[config.mk]
export PLATFORM = sky130hd
export DESIGN_NAME = greedy_delta_r_matcher_core_flat
export DESIGN_NICKNAME = d
export VERILOG_FILES = /design/src/design/gdrm_pkg.sv /design/src/design/gdrm_if.sv /design/src/design/greedy_delta_r_matcher_core.sv /design/src/design/gdrm_cell.sv /design/src/design/gdrm_dist.sv /design/src/flat_wrapper.sv
export SDC_FILE = /design/constraint.sdc
export NUM_CORES = 2
export LEC_CHECK = 0
export BUFFER_PORTS_ARGS = -buffer_cell sky130_fd_sc_hd__buf_4
export CORE_ASPECT_RATIO = 0.8
export CORE_MARGIN = 1.5
export CORE_UTILIZATION = 42
export DETAILED_ROUTE_END_ITERATION = 12
export SYNTH_ARGS = -nofsm -noshare
export SYNTH_HDL_FRONTEND = slang
export SYNTH_SLANG_ARGS = --single-unit
[constraint.sdc]
create_clock -name clk -period 7.8 [get_ports clk]
set_clock_uncertainty 0.15 [all_clocks]
set_input_delay 1.56 -clock clk [delete_from_list [all_inputs] [get_ports clk]]
set_output_delay 1.56 -clock clk [all_outputs]
set_load 0.03 [all_outputs]
[src/design/gdrm_pkg.sv]
// ----------------------------------------------------------------------------
// gdrm_pkg: shared types and constants of the greedy delta-R matcher
// Field widths, the candidate cell record and the stored reference record.
// ----------------------------------------------------------------------------
package gdrm_pkg;

	localparam int PT_W     = 16;
	localparam int ETA_W    = 13;
	localparam int PHI_W    = 12;
	localparam int CUT_W    = 24;
	localparam int DIST_W   = 25;
	localparam int OIDX_W   = 4;
	localparam int DATA_W   = 24;
	localparam int ACTION_W = 2;

	localparam logic [ACTION_W-1:0] ACT_LOAD_REF  = 2'd0;
	localparam logic [ACTION_W-1:0] ACT_LOAD_CAND = 2'd1;
	localparam logic [ACTION_W-1:0] ACT_START     = 2'd2;
	// The remaining action code does nothing.
	localparam logic [ACTION_W-1:0] ACT_NONE      = 2'd3;

	localparam logic REG_CUT = 1'b0;
	localparam logic REG_PT  = 1'b1;

	localparam logic [DIST_W-1:0] DIST_MAX     = '1;
	localparam logic [CUT_W-1:0]  CUT_RESET    = 24'd4251;
	localparam logic [PT_W-1:0]   PT_THR_RESET = 16'd20;

	typedef struct packed {
		logic [PT_W-1:0]         pt;
		logic signed [ETA_W-1:0] eta;
		logic signed [PHI_W-1:0] phi;
	} ref_t;

	typedef struct packed {
		logic                    valid;
		logic                    used;
		logic signed [ETA_W-1:0] eta;
		logic signed [PHI_W-1:0] phi;
	} cand_t;

	typedef struct packed {
		logic shift;
		logic clr;
	} cell_ctl_t;

endpackage

[src/design/gdrm_if.sv]
// ----------------------------------------------------------------------------
// gdrm_if: channel interfaces of the matcher
// Request, result and configuration channels with valid/ready handshakes.
// ----------------------------------------------------------------------------
interface gdrm_req_if;
	logic                           valid;
	logic                           ready;
	logic [gdrm_pkg::ACTION_W-1:0]  action;
	logic [gdrm_pkg::PT_W-1:0]      pt;
	logic signed [gdrm_pkg::ETA_W-1:0] eta;
	logic signed [gdrm_pkg::PHI_W-1:0] phi;
	modport source (output valid, action, pt, eta, phi, input ready);
	modport sink (input valid, action, pt, eta, phi, output ready);
endinterface

interface gdrm_rsp_if;
	logic                          valid;
	logic                          ready;
	logic                          found;
	logic [gdrm_pkg::OIDX_W-1:0]   ref_index;
	logic [gdrm_pkg::OIDX_W-1:0]   cand_index;
	logic [gdrm_pkg::DIST_W-1:0]   dist_sq;
	logic                          last;
	modport source (output valid, found, ref_index, cand_index, dist_sq, last, input ready);
	modport sink (input valid, found, ref_index, cand_index, dist_sq, last, output ready);
endinterface

interface gdrm_cfg_if;
	logic                          valid;
	logic                          ready;
	logic                          index;
	logic [gdrm_pkg::DATA_W-1:0]   data;
	modport source (output valid, index, data, input ready);
	modport sink (input valid, index, data, output ready);
endinterface

[src/design/greedy_delta_r_matcher_core.sv]
// Operation: a load writes its record when it is accepted; a start opens a run
// that shows one result per decide step, and each decide step waits while the
// result register holds a result that rsp.ready has not taken. All pairs are
// scored by the single distance unit. Requests are taken one at a time; a start
// holds the block until its run ends, output stalls included.
// Reset: arst_n clears counts, used flags, cells, result and handshake state at once.
// ----------------------------------------------------------------------------
// greedy_delta_r_matcher_core: greedy delta-R pairing of references and candidates
// Candidates sit in a rotating ring of cells; references sit in a memory.
// ----------------------------------------------------------------------------
module greedy_delta_r_matcher_core #(
	parameter int MAX_PARTICLES = 16
) (
	input  logic        clk,
	input  logic        arst_n,
	gdrm_req_if.sink    req,
	gdrm_rsp_if.source  rsp,
	gdrm_cfg_if.sink    cfg
);
	import gdrm_pkg::*;

	localparam int IDX_W = (MAX_PARTICLES > 1) ? $clog2(MAX_PARTICLES) : 1;
	localparam int CNT_W = $clog2(MAX_PARTICLES + 1);
	localparam logic [IDX_W-1:0] IDX_LAST = IDX_W'(MAX_PARTICLES - 1);
	localparam logic [CNT_W-1:0] CNT_FULL = CNT_W'(MAX_PARTICLES);

	typedef enum logic [2:0] {
		ST_IDLE,
		ST_FETCH,
		ST_SCAN,
		ST_DRAIN,
		ST_DECIDE
	} state_t;

	state_t state_q;

	// Configuration registers. Writes are taken at any time.
	logic [CUT_W-1:0] cut_q;
	logic [PT_W-1:0]  pt_thr_q;

	assign cfg.ready = 1'b1;

	always_ff @(posedge clk or negedge arst_n) begin
		if (!arst_n) begin
			cut_q    <= CUT_RESET;
			pt_thr_q <= PT_THR_RESET;
		end else if (cfg.valid) begin
			case (cfg.index)
				REG_CUT: cut_q    <= cfg.data;
				REG_PT:  pt_thr_q <= PT_W'(cfg.data);
				default: ;
			endcase
		end
	end

	// Reference storage: a memory written at the fill count during loads and
	// read at the scan pointer, with the read data registered.
	ref_t ref_mem [MAX_PARTICLES];
	ref_t ref_rd_q;
	logic [MAX_PARTICLES-1:0] ref_used_q;
	logic [CNT_W-1:0] ref_cnt_q, cand_cnt_q;
	logic [IDX_W-1:0] ri_q, cj_q;
	logic [1:0] drain_q;

	logic req_fire;
	logic ld_ref, ld_cand;
	assign req.ready = (state_q == ST_IDLE);
	assign req_fire  = req.valid && req.ready;
	assign ld_ref  = req_fire && (req.action == ACT_LOAD_REF) && (ref_cnt_q != CNT_FULL);
	assign ld_cand = req_fire && (req.action == ACT_LOAD_CAND) && (cand_cnt_q != CNT_FULL);

	always_ff @(posedge clk) begin
		if (ld_ref) begin
			ref_mem[IDX_W'(ref_cnt_q)] <= '{pt: req.pt, eta: req.eta, phi: req.phi};
		end
		ref_rd_q <= ref_mem[ri_q];
	end

	// Candidate ring. Outside a scan, cell k holds candidate k. During a scan the
	// ring rotates by one each cycle, so cell 0 shows candidate j at scan step j,
	// and after a full turn it is back in load order.
	cand_t     cell_cur [MAX_PARTICLES];
	cell_ctl_t cell_ctl;
	cand_t     cand_ld;
	logic      out_free;
	logic      take_pair;
	logic [IDX_W-1:0] best_ri_q, best_cj_q;

	assign cand_ld = '{valid: 1'b1, used: 1'b0, eta: req.eta, phi: req.phi};
	assign cell_ctl.shift = (state_q == ST_SCAN);

	for (genvar k = 0; k < MAX_PARTICLES; k++) begin : g_cell
		gdrm_cell u_cell (
			.clk      (clk),
			.arst_n   (arst_n),
			.ctl      (cell_ctl),
			.ld       (ld_cand && (IDX_W'(cand_cnt_q) == IDX_W'(k))),
			.ld_data  (cand_ld),
			.set_used (take_pair && (best_cj_q == IDX_W'(k))),
			.nbr      (cell_cur[(k + 1) % MAX_PARTICLES]),
			.cur      (cell_cur[k])
		);
	end

	// A reference takes part when it is loaded, unused and at or above the
	// pt threshold; a candidate when it is loaded and unused.
	logic ref_ok;
	logic pair_ok;
	assign ref_ok = (CNT_W'(ri_q) < ref_cnt_q) && !ref_used_q[ri_q] && (ref_rd_q.pt >= pt_thr_q);
	assign pair_ok = (state_q == ST_SCAN) && ref_ok && cell_cur[0].valid && !cell_cur[0].used;

	logic               dv;
	logic [2*IDX_W-1:0] dtag;
	logic [DIST_W-1:0]  dd;

	gdrm_dist #(
		.TAG_W (2 * IDX_W)
	) u_dist (
		.clk       (clk),
		.arst_n    (arst_n),
		.in_valid  (pair_ok),
		.in_tag    ({ri_q, cj_q}),
		.ref_eta   (ref_rd_q.eta),
		.ref_phi   (ref_rd_q.phi),
		.cand_eta  (cell_cur[0].eta),
		.cand_phi  (cell_cur[0].phi),
		.out_valid (dv),
		.out_tag   (dtag),
		.out_dist  (dd)
	);

	// Running best of the round. Pairs arrive in reference-major, candidate-minor
	// order, so a strict compare keeps the first of equal distances.
	logic              have_q;
	logic [DIST_W-1:0] best_q;
	logic              clr_best;

	always_ff @(posedge clk or negedge arst_n) begin
		if (!arst_n) begin
			have_q <= 1'b0;
		end else if (clr_best) begin
			have_q <= 1'b0;
		end else if (dv && (!have_q || dd < best_q)) begin
			have_q <= 1'b1;
		end
	end

	always_ff @(posedge clk) begin
		if (dv && (!have_q || dd < best_q)) begin
			best_q    <= dd;
			best_ri_q <= dtag[2*IDX_W-1:IDX_W];
			best_cj_q <= dtag[IDX_W-1:0];
		end
	end

	// Result register; the next result of a run waits only for it to drain.
	logic              rsp_valid_q, rsp_found_q, rsp_last_q;
	logic [OIDX_W-1:0] rsp_ri_q, rsp_ci_q;
	logic [DIST_W-1:0] rsp_dist_q;
	logic              match_ok;

	assign out_free  = !rsp_valid_q || rsp.ready;
	assign match_ok  = have_q && (best_q <= DIST_W'(cut_q));
	assign take_pair = (state_q == ST_DECIDE) && out_free && match_ok;
	assign clr_best  = (state_q == ST_DECIDE) && out_free;
	assign cell_ctl.clr = (state_q == ST_DECIDE) && out_free && !match_ok;

	always_ff @(posedge clk or negedge arst_n) begin
		if (!arst_n) begin
			state_q     <= ST_IDLE;
			ref_cnt_q   <= '0;
			cand_cnt_q  <= '0;
			ref_used_q  <= '0;
			ri_q        <= '0;
			cj_q        <= '0;
			drain_q     <= '0;
			rsp_valid_q <= 1'b0;
			rsp_found_q <= 1'b0;
			rsp_last_q  <= 1'b0;
			rsp_ri_q    <= '0;
			rsp_ci_q    <= '0;
			rsp_dist_q  <= '0;
		end else begin
			// A result taken in the same cycle as a new one is written is
			// replaced by the decide step below.
			if (rsp_valid_q && rsp.ready && !clr_best) begin
				rsp_valid_q <= 1'b0;
			end
			case (state_q)
				ST_IDLE: begin
					if (ld_ref) begin
						ref_cnt_q <= ref_cnt_q + 1'b1;
					end
					if (ld_cand) begin
						cand_cnt_q <= cand_cnt_q + 1'b1;
					end
					if (req_fire && (req.action == ACT_START)) begin
						ri_q    <= '0;
						state_q <= ST_FETCH;
					end
				end
				ST_FETCH: begin
					cj_q    <= '0;
					state_q <= ST_SCAN;
				end
				ST_SCAN: begin
					cj_q <= cj_q + 1'b1;
					if (cj_q == IDX_LAST) begin
						if (ri_q == IDX_LAST) begin
							drain_q <= '0;
							state_q <= ST_DRAIN;
						end else begin
							ri_q    <= ri_q + 1'b1;
							state_q <= ST_FETCH;
						end
					end
				end
				ST_DRAIN: begin
					drain_q <= drain_q + 1'b1;
					if (drain_q == 2'd2) begin
						state_q <= ST_DECIDE;
					end
				end
				ST_DECIDE: begin
					if (out_free) begin
						rsp_valid_q <= 1'b1;
						if (match_ok) begin
							rsp_found_q <= 1'b1;
							rsp_last_q  <= 1'b0;
							rsp_ri_q    <= OIDX_W'(best_ri_q);
							rsp_ci_q    <= OIDX_W'(best_cj_q);
							rsp_dist_q  <= best_q;
							ref_used_q[best_ri_q] <= 1'b1;
							ri_q    <= '0;
							state_q <= ST_FETCH;
						end else begin
							rsp_found_q <= 1'b0;
							rsp_last_q  <= 1'b1;
							rsp_ri_q    <= '0;
							rsp_ci_q    <= '0;
							rsp_dist_q  <= '0;
							ref_used_q  <= '0;
							ref_cnt_q   <= '0;
							cand_cnt_q  <= '0;
							state_q     <= ST_IDLE;
						end
					end
				end
				default: state_q <= ST_IDLE;
			endcase
		end
	end

	assign rsp.valid      = rsp_valid_q;
	assign rsp.found      = rsp_found_q;
	assign rsp.ref_index  = rsp_ri_q;
	assign rsp.cand_index = rsp_ci_q;
	assign rsp.dist_sq    = rsp_dist_q;
	assign rsp.last       = rsp_last_q;

`ifndef ASSERT_OFF
	// A result never both carries a pair and closes the run.
	a_found_not_last: assert property (@(posedge clk) disable iff (!arst_n)
		rsp.valid |-> !(rsp.found && rsp.last))
		else $error("result with found and last both set");

	// Between runs no reference is marked used.
	a_idle_clean: assert property (@(posedge clk) disable iff (!arst_n)
		(state_q == ST_IDLE) |-> (ref_used_q == '0))
		else $error("reference used flag left set while idle");

	// A new pair result always lies within the cutoff in force when it was chosen.
	a_pair_in_cut: assert property (@(posedge clk) disable iff (!arst_n)
		take_pair |=> (rsp_dist_q <= DIST_W'($past(cut_q))))
		else $error("pair emitted beyond the cutoff");
`endif
endmodule

[src/design/gdrm_cell.sv]
// ----------------------------------------------------------------------------
// gdrm_cell: one candidate cell of the rotating ring
// Holds one candidate, loads it, marks it used, clears it and passes it to its neighbor.
// ----------------------------------------------------------------------------
module gdrm_cell (
	input  logic                clk,
	input  logic                arst_n,
	input  gdrm_pkg::cell_ctl_t ctl,
	input  logic                ld,
	input  gdrm_pkg::cand_t     ld_data,
	input  logic                set_used,
	input  gdrm_pkg::cand_t     nbr,
	output gdrm_pkg::cand_t     cur
);
	import gdrm_pkg::*;

	cand_t cand_q;

	always_ff @(posedge clk or negedge arst_n) begin
		if (!arst_n) begin
			cand_q <= '0;
		end else if (ctl.clr) begin
			cand_q.valid <= 1'b0;
			cand_q.used  <= 1'b0;
		end else if (ctl.shift) begin
			cand_q <= nbr;
		end else if (ld) begin
			cand_q <= ld_data;
		end else if (set_used) begin
			cand_q.used <= 1'b1;
		end
	end

	assign cur = cand_q;
endmodule

[src/design/gdrm_dist.sv]
// ----------------------------------------------------------------------------
// gdrm_dist: pipelined squared delta-R unit
// Difference with phi wrap, squares, then saturated sum over three stages.
// ----------------------------------------------------------------------------
module gdrm_dist #(
	parameter int TAG_W = 8
) (
	input  logic                                clk,
	input  logic                                arst_n,
	input  logic                                in_valid,
	input  logic [TAG_W-1:0]                    in_tag,
	input  logic signed [gdrm_pkg::ETA_W-1:0]   ref_eta,
	input  logic signed [gdrm_pkg::PHI_W-1:0]   ref_phi,
	input  logic signed [gdrm_pkg::ETA_W-1:0]   cand_eta,
	input  logic signed [gdrm_pkg::PHI_W-1:0]   cand_phi,
	output logic                                out_valid,
	output logic [TAG_W-1:0]                    out_tag,
	output logic [gdrm_pkg::DIST_W-1:0]         out_dist
);
	import gdrm_pkg::*;

	localparam int DE_W = ETA_W + 1;
	localparam int SE_W = 2 * ETA_W;
	localparam int SP_W = 2 * PHI_W - 1;

	logic                   v_s1, v_s2, v_s3;
	logic [TAG_W-1:0]       tag_s1, tag_s2, tag_s3;
	logic signed [DE_W-1:0] deta_s1;
	logic signed [PHI_W-1:0] dphi_s1;
	logic [SE_W-1:0]        sqe_s2;
	logic [SP_W-1:0]        sqp_s2;
	logic [DIST_W-1:0]      dist_s3;
	logic signed [DE_W-1:0] deta;
	logic signed [PHI_W-1:0] dphi;
	logic signed [2*DE_W-1:0] sqe_full;
	logic signed [2*PHI_W-1:0] sqp_full;
	logic [SE_W:0]          sum;

	// Phi wraps by keeping only the low bits of the difference.
	assign deta = DE_W'(ref_eta) - DE_W'(cand_eta);
	assign dphi = ref_phi - cand_phi;
	assign sqe_full = deta_s1 * deta_s1;
	assign sqp_full = dphi_s1 * dphi_s1;
	assign sum = (SE_W+1)'(sqe_s2) + (SE_W+1)'(sqp_s2);

	always_ff @(posedge clk or negedge arst_n) begin
		if (!arst_n) begin
			v_s1 <= 1'b0;
			v_s2 <= 1'b0;
			v_s3 <= 1'b0;
		end else begin
			v_s1 <= in_valid;
			v_s2 <= v_s1;
			v_s3 <= v_s2;
		end
	end

	always_ff @(posedge clk) begin
		tag_s1  <= in_tag;
		deta_s1 <= deta;
		dphi_s1 <= dphi;
		tag_s2  <= tag_s1;
		sqe_s2  <= SE_W'(sqe_full);
		sqp_s2  <= SP_W'(sqp_full);
		tag_s3  <= tag_s2;
		dist_s3 <= (sum > (SE_W+1)'(DIST_MAX)) ? DIST_MAX : DIST_W'(sum);
	end

	assign out_valid = v_s3;
	assign out_tag   = tag_s3;
	assign out_dist  = dist_s3;
endmodule
[src/flat_wrapper.sv]
// flat-port wrapper written by rule: the top's interface ports become plain ports
module greedy_delta_r_matcher_core_flat import gdrm_pkg::*;
#(
	parameter int MAX_PARTICLES = 16
)
  (clk, arst_n, req_valid, req_action, req_pt, req_eta, req_phi, req_ready, rsp_valid, rsp_found, rsp_ref_index, rsp_cand_index, rsp_dist_sq, rsp_last, rsp_ready, cfg_valid, cfg_index, cfg_data, cfg_ready);
  gdrm_req_if req_i ();
  gdrm_rsp_if rsp_i ();
  gdrm_cfg_if cfg_i ();
  input  logic clk;
  input  logic arst_n;
  input wire logic [$bits(req_i.valid)-1:0] req_valid;
  input wire logic [$bits(req_i.action)-1:0] req_action;
  input wire logic [$bits(req_i.pt)-1:0] req_pt;
  input wire logic [$bits(req_i.eta)-1:0] req_eta;
  input wire logic [$bits(req_i.phi)-1:0] req_phi;
  output wire logic [$bits(req_i.ready)-1:0] req_ready;
  output wire logic [$bits(rsp_i.valid)-1:0] rsp_valid;
  output wire logic [$bits(rsp_i.found)-1:0] rsp_found;
  output wire logic [$bits(rsp_i.ref_index)-1:0] rsp_ref_index;
  output wire logic [$bits(rsp_i.cand_index)-1:0] rsp_cand_index;
  output wire logic [$bits(rsp_i.dist_sq)-1:0] rsp_dist_sq;
  output wire logic [$bits(rsp_i.last)-1:0] rsp_last;
  input wire logic [$bits(rsp_i.ready)-1:0] rsp_ready;
  input wire logic [$bits(cfg_i.valid)-1:0] cfg_valid;
  input wire logic [$bits(cfg_i.index)-1:0] cfg_index;
  input wire logic [$bits(cfg_i.data)-1:0] cfg_data;
  output wire logic [$bits(cfg_i.ready)-1:0] cfg_ready;
  assign req_i.valid = req_valid;
  assign req_i.action = req_action;
  assign req_i.pt = req_pt;
  assign req_i.eta = req_eta;
  assign req_i.phi = req_phi;
  assign req_ready = req_i.ready;
  assign rsp_valid = rsp_i.valid;
  assign rsp_found = rsp_i.found;
  assign rsp_ref_index = rsp_i.ref_index;
  assign rsp_cand_index = rsp_i.cand_index;
  assign rsp_dist_sq = rsp_i.dist_sq;
  assign rsp_last = rsp_i.last;
  assign rsp_i.ready = rsp_ready;
  assign cfg_i.valid = cfg_valid;
  assign cfg_i.index = cfg_index;
  assign cfg_i.data = cfg_data;
  assign cfg_ready = cfg_i.ready;
  greedy_delta_r_matcher_core #(.MAX_PARTICLES(MAX_PARTICLES)) u_core (.clk(clk), .arst_n(arst_n), .req(req_i), .rsp(rsp_i), .cfg(cfg_i));
endmodule
Word level (Yosys, flattened, before mapping)

Memories as Yosys holds them, arrays and structs flattened. A register that Yosys moved wholly into a read port is not among the register bits.
Cells that the tools add are included.

Output and inout port bits: 38
Memories: 1
Bits in registers: 708
Memory bits (writable): 656
Logic and storage cells: 443

Memory list:

| memory         | words | width | read ports | clocked after Yosys merged registers in | write ports | RTL line                          | text |
|---|---|---|---|---|---|---|---|
| u_core.ref_mem | 16    | 41    | 1          | 1                                       | 1           | greedy_delta_r_matcher_core.sv:58 | `ref_t ref_mem [MAX_PARTICLES];` |

$add $sub $neg: 8
Reduce and logical (&&, ||, !) cells: 140
Multiply operators: 2
$lt $le $gt $ge: 8
Multiplexer cells: 136
Bitwise logic cells: 3
Equality and inequality tests: 51

Operator list:

| operator                                              | number |
|---|---|
| two-way mux 27 bit                                    | 16 |
| two-way mux 25 bit                                    | 17 |
| equality test 4 bit (second input constant)           | 18 |
| nonzero test 4 bit                                    | 16 |
| two-way mux 1 bit                                     | 60 |
| logical AND 1 bit                                     | 51 |
| nonzero test 3 bit                                    | 17 |
| nonzero test 2 bit                                    | 20 |
| two-way mux 2 bit                                     | 19 |
| AND reduction 2 bit                                   | 19 |
| equality test 4 x 3 -> 1 bit (second input constant)  | 8 |
| two-way mux 4 bit                                     | 7 |
| adder 26 x 23 -> 27 bit                               | 1 |
| > comparator 27 x 25 -> 1 bit (second input constant) | 1 |
| multiplier 14 x 14 -> 26 bit                          | 1 |
| <= comparator 25 x 24 -> 1 bit                        | 1 |
| less-than comparator 25 bit                           | 1 |
| multiplier 12 x 12 -> 23 bit                          | 1 |
| two-way mux 5 bit                                     | 4 |
| case mux 5 bit (2 select lines)                       | 2 |
| equality test 4 x 2 -> 1 bit (second input constant)  | 4 |
| >= comparator 16 bit                                  | 1 |
| two-way mux 16 bit                                    | 1 |
| OR 16 bit                                             | 1 |
| other kinds (33)                                      | 61 |

Depth between registers and ports, before layout

Depth after elaboration: 9
Depth in mapped cells: 24
Gate-level depth less buffers: 23

By module

Synthesis repeated with hierarchy kept, for this count alone.

Cells, all modules: 5158
Area total of the unflattened synthesis: 72869.9 um2

By module, submodules not included:

| module                      | area an instance (um2) | cells each | seq. area each (um2) | instances |
|---|---|---|---|---|
| greedy_delta_r_matcher_core | 33920.0                | 2072       | 24423.4              | 1 |
| gdrm_cell                   | 1456.4                 | 92         | 675.6                | 16 |
| gdrm_dist                   | 15647.5                | 1614       | 2517.4               | 1 |

Worst setup path after synthesis

OpenSTA, ideal clock, no wires.

Path type: flip-flop to flip-flop
From: register u_core.u_dist.deta_s1[4]
To: register u_core.u_dist.sqe_s2[24]
Period minus slack after synthesis: 5.887 ns
Cell stages (with the launch flop): 22
Required time: 7.517 ns
Path buffers: 1
Arrival time: 5.604 ns
Path slack: 1.913 ns
Cells stage by stage: dfxtp_1 clkbuf_1 nand2_1 fa_1 inv_1 fa_1 inv_1 fa_1 inv_1 fa_1 inv_1 fa_1 fa_1 inv_1 ha_1 or2_2 a21oi_1 inv_1 a21oi_1 a221o_1 mux2i_1 o2111ai_1

Word-level cells in the longest chain between the ends: 1

Ends and longest elaborated chain:

| what                           | RTL line        | text |
|---|---|---|
| start: declaration             | gdrm_dist.sv:28 | `logic signed [DE_W-1:0] deta_s1;` |
| start signal: assignment       | gdrm_dist.sv:60 | `deta_s1 <= deta;` |
| multiplier 14 x 14 -> 26 bit   | gdrm_dist.sv:42 | `assign sqe_full = deta_s1 * deta_s1;` |
| via u_core.u_dist.sqe_full[24] | gdrm_dist.sv:35 | `logic signed [2*DE_W-1:0] sqe_full;` |
| end signal: assignment         | gdrm_dist.sv:63 | `sqe_s2 <= SE_W'(sqe_full);` |
| end: declaration               | gdrm_dist.sv:30 | `logic [SE_W-1:0] sqe_s2;` |

The timed path passes the listed nets, and every way through them passes these cells.
A chain may end at the register's enable or synchronous reset.

Final worst setup path

From: register u_core.u_dist.deta_s1[6]
To: register u_core.u_dist.sqe_s2[24]

Same word-level chain as after synthesis.

==> impl_metrics.json <==
{
  "status": "completed",
  "clk_pin_slew_ns": 0.07,
  "crit_path_end_kind": "register",
  "grtUsageTotal": 0.2028,
  "row_count": 130,
  "firstDrtPassIters": 5,
  "r2r_slack_ns": 1.17,
  "yosysSeqAreaShare": 0.5700,
  "cpMaxStageDelayCell": "dfxtp_1",
  "first_global_vias": 40170,
  "dp_hpwl_mm": 101.0,
  "postCtsSetupBuffers": 0,
  "slew_violations": 0,
  "required_ns": 8.29,
  "critPathMaxFanout": 12,
  "syn-num-nets": 5829,
  "synth-async-reset-ratio": 0.3927,
  "hold_buffers": 0,
  "holdPathStages": 0,
  "initial_core_util": 0.4224,
  "worst-path-buf-inv": 7,
  "max_clock_freq_mhz": 150.9,
  "yosysMostFrequentCell": "edfxtp_1",
  "syn_inst": 5234,
  "cp_cell_sequence": "inv_1, nor2_1, inv_1, fa_1, inv_1, fa_1, inv_1, fa_1, inv_1, fa_1, fa_1, inv_1, fa_1, inv_1, ha_1, a21o_1, a21o_1, a21oi_1, o21ai_0, nand2_1, a221o_1, mux2i_1, o2111ai_1",
  "critical-path-max-stage-delay_ns": 0.66,
  "cts_resized": 0,
  "rsz0062_at_grt": "false",
  "drt_iter0_drc": 3645,
  "synth_top_cell_area_share": 0.3124,
  "reg2reg_from": "u_core.u_dist.deta_s1[6]",
  "io_pins": 111,
  "yosysTopAreaCell": "edfxtp_1",
  "synth_edf_count": 689,
  "ys.flop_type": "edfxtp_1",
  "drive_gt1_frac": 0.1273,
  "final-hold-violation-count": 0,
  "clk_latency_ns": 0.81,
  "arrival_ns": 7.12,
  "synthTopCellsByCount": "edfxtp_1 (689), a21oi_1 (555), nand2_1 (547)",
  "wirelength_mm": 159.3,
  "synthTopCellsByArea": "edfxtp_1 (31%), dfrtp_1 (21%), fa_1 (8.5%), mux4_2 (7.1%), dfxtp_1 (4.9%)",
  "holdCritStartpoint": "u_core.u_dist.tag_s1[7]",
  "ant_nets": 0,
  "hold_path_class": "register to register",
  "min_period_over_period": 0.8496,
  "dr_total_vias": 39620,
  "routabilityCongestion": 0.8603,
  "layout.nets": 5846,
  "hold_path_end": "u_core.u_dist.tag_s2[7]",
  "synthDistinctLibCells": 77,
  "avgSynthCellArea_um2": 12.65,
  "fin_crit_ns": 6.627,
  "antenna_found_initial": 13,
  "cts_tree": "built",
  "clock_tree.buffer_depth": 3,
  "die_h_um": 358.2,
  "fin_util": 0.4732,
  "path_common_cell": "inv_1",
  "worstSetupStartpoint": "u_core.u_dist.deta_s1[6]",
  "area_delta_synth_final_pct": 12.04,
  "cts_root_buffer": "clkbuf_16",
  "io_buffers": 109,
  "htreeDepth": 4,
  "cap_viol_max_count": 0,
  "cts_buffers": 141,
  "rr_worst_depth": 23,
  "syn-cell-area_mm2": 0.06623,
  "gr-total-overflow": 0,
  "fin_setup_tns_ns": 0,
  "avgRoutedWirePerCell_um": 21.29,
  "cp_top_family": "adder cells",
  "r2r_end": "u_core.u_dist.sqe_s2[24]",
  "die-area_mm2": 0.1601,
  "tightest_slew_ns": 1.101,
  "grt_max_degree": 217,
  "die_x_um": 447.0,
  "via_per_inst": 5.296,
  "cts_sinks": 1403,
  "drc_errors": 0,
  "grt_pass1_wl_mm": 247.0,
  "criticalPathCategory": "register to register",
  "ys_warn_count": 0,
  "ys_seq_elements": 1403,
  "core_area_mm2": 0.1568,
  "slew-limit-headroom": 0.2659,
  "finalSetupViolCount": 0,
  "crit_path_start_kind": "register",
  "fill_cells": 13870
}
-- worst max-delay path by stage --
stage	to	slack, ns	cells after the start
2_1_floorplan	u_core.u_dist.sqe_s2[24]	1.91	21
4_1_cts	u_core.u_dist.sqe_s2[24]	1.22	23
3_5_place_dp	u_core.u_dist.sqe_s2[24]	1.26	23
3_3_place_gp	u_core.u_dist.sqe_s2[24]	1.33	23
5_1_grt	u_core.u_dist.sqe_s2[24]	0.72	23
6_report	u_core.u_dist.sqe_s2[24]	1.17	23
-- routing by layer --
layer / vias to the layer above / share of wire / global-route usage
met2: 976 / 0.45 / 0.3125
met1: 20150 / 0.47 / 0.2995
met4: 16 / 0.016 / 0.04878
li1: 18310 / - / -
met3: 176 / 0.058 / 0.03522
met5: - / 0.00062 / 0
-- metrics by stage --
step	hold WS, ns	setup WS, ns	area, um^2	instances
6_report	0.1727	1.173	74200	7481
5_1_grt	0.1794	0.7214	74190	7479
4_1_cts	0.1759	1.223	74190	7478
3_5_place_dp	0.1621	1.258	69350	7220
3_3_place_gp	0.1598	1.325	69350	7220
2_1_floorplan	0.1596	1.913	66230	5234
-- cell families (layout without fill, tap and decap cells) --
| kind of cell | count (synthesis) | after routing | share of synthesized area |
|---|---|---|---|
| muxes | 233 | 233 | 0.07525 |
| AOI/OAI and AO/OA | 1184 | 1184 | 0.09847 |
| adders and majority gates | 522 | 522 | 0.1306 |
| other | 1 | 4 | 0.00005662 |
| DFF | 1403 | 1403 | 0.5700 |
| and+or+nand+nor | 1036 | 1036 | 0.06883 |
| buffers and inverters | 755 | 887 | 0.04355 |
| xor gates and xnor gates | 100 | 100 | 0.01323 |
-- sequential cells by signal, summed over array words and instances (netlist names), 16 cells and up --
signal                    flops
u_core.best_q                25
u_core.cut_q                 24
u_core.g_cell.u_cell.cur    432
u_core.pt_thr_q              16
u_core.ref_mem              656
u_core.ref_rd_q              41
u_core.ref_used_q            16
u_core.rsp.dist_sq           25
u_core.u_dist.out_dist       25
u_core.u_dist.sqe_s2         25
u_core.u_dist.sqp_s2         22
-- layout by cell type (no fill, tap or decap), types with 13 or more instances in the layout --
cell / n
a22o_1: 31
nor2b_1: 45
buf_4: 162
ha_1: 240
inv_1: 460
a31oi_1: 16
edfxtp_1: 689
xnor2_1: 77
clkinv_2: 17
clkbuf_8: 23
a21o_1: 39
fa_1: 282
mux4_2: 210
a21oi_4: 13
clkbuf_16: 146
nor3_1: 27
mux2_2: 19
clkbuf_1: 34
nand3_1: 20
and2_1: 103
nand4_1: 13
nand2_1: 545
xor2_1: 23
dfrtp_1: 540
dfxtp_1: 163
nor2_1: 197
o21ai_0: 441
nand2b_1: 21
a21oi_1: 542
-- layout make-up --
cell class / instances / area, um^2 / area share
clock buffer: 203 / 4098 / 0.05522
multi-input combinational: 3076 / 25900 / 0.3490
timing repair buffer: 167 / 1311 / 0.01767
inverter: 462 / 1735 / 0.02339
sequential: 1403 / 37760 / 0.5089
antenna: 3 / 7.507 / 0.0001012
clock inverter: 55 / 747.0 / 0.01007
tap: 2112 / 2643 / 0.03561
Power is left out: the tool's default activity adds up to more than one toggle a clock period on the data nets, which glitch-free logic cannot reach.
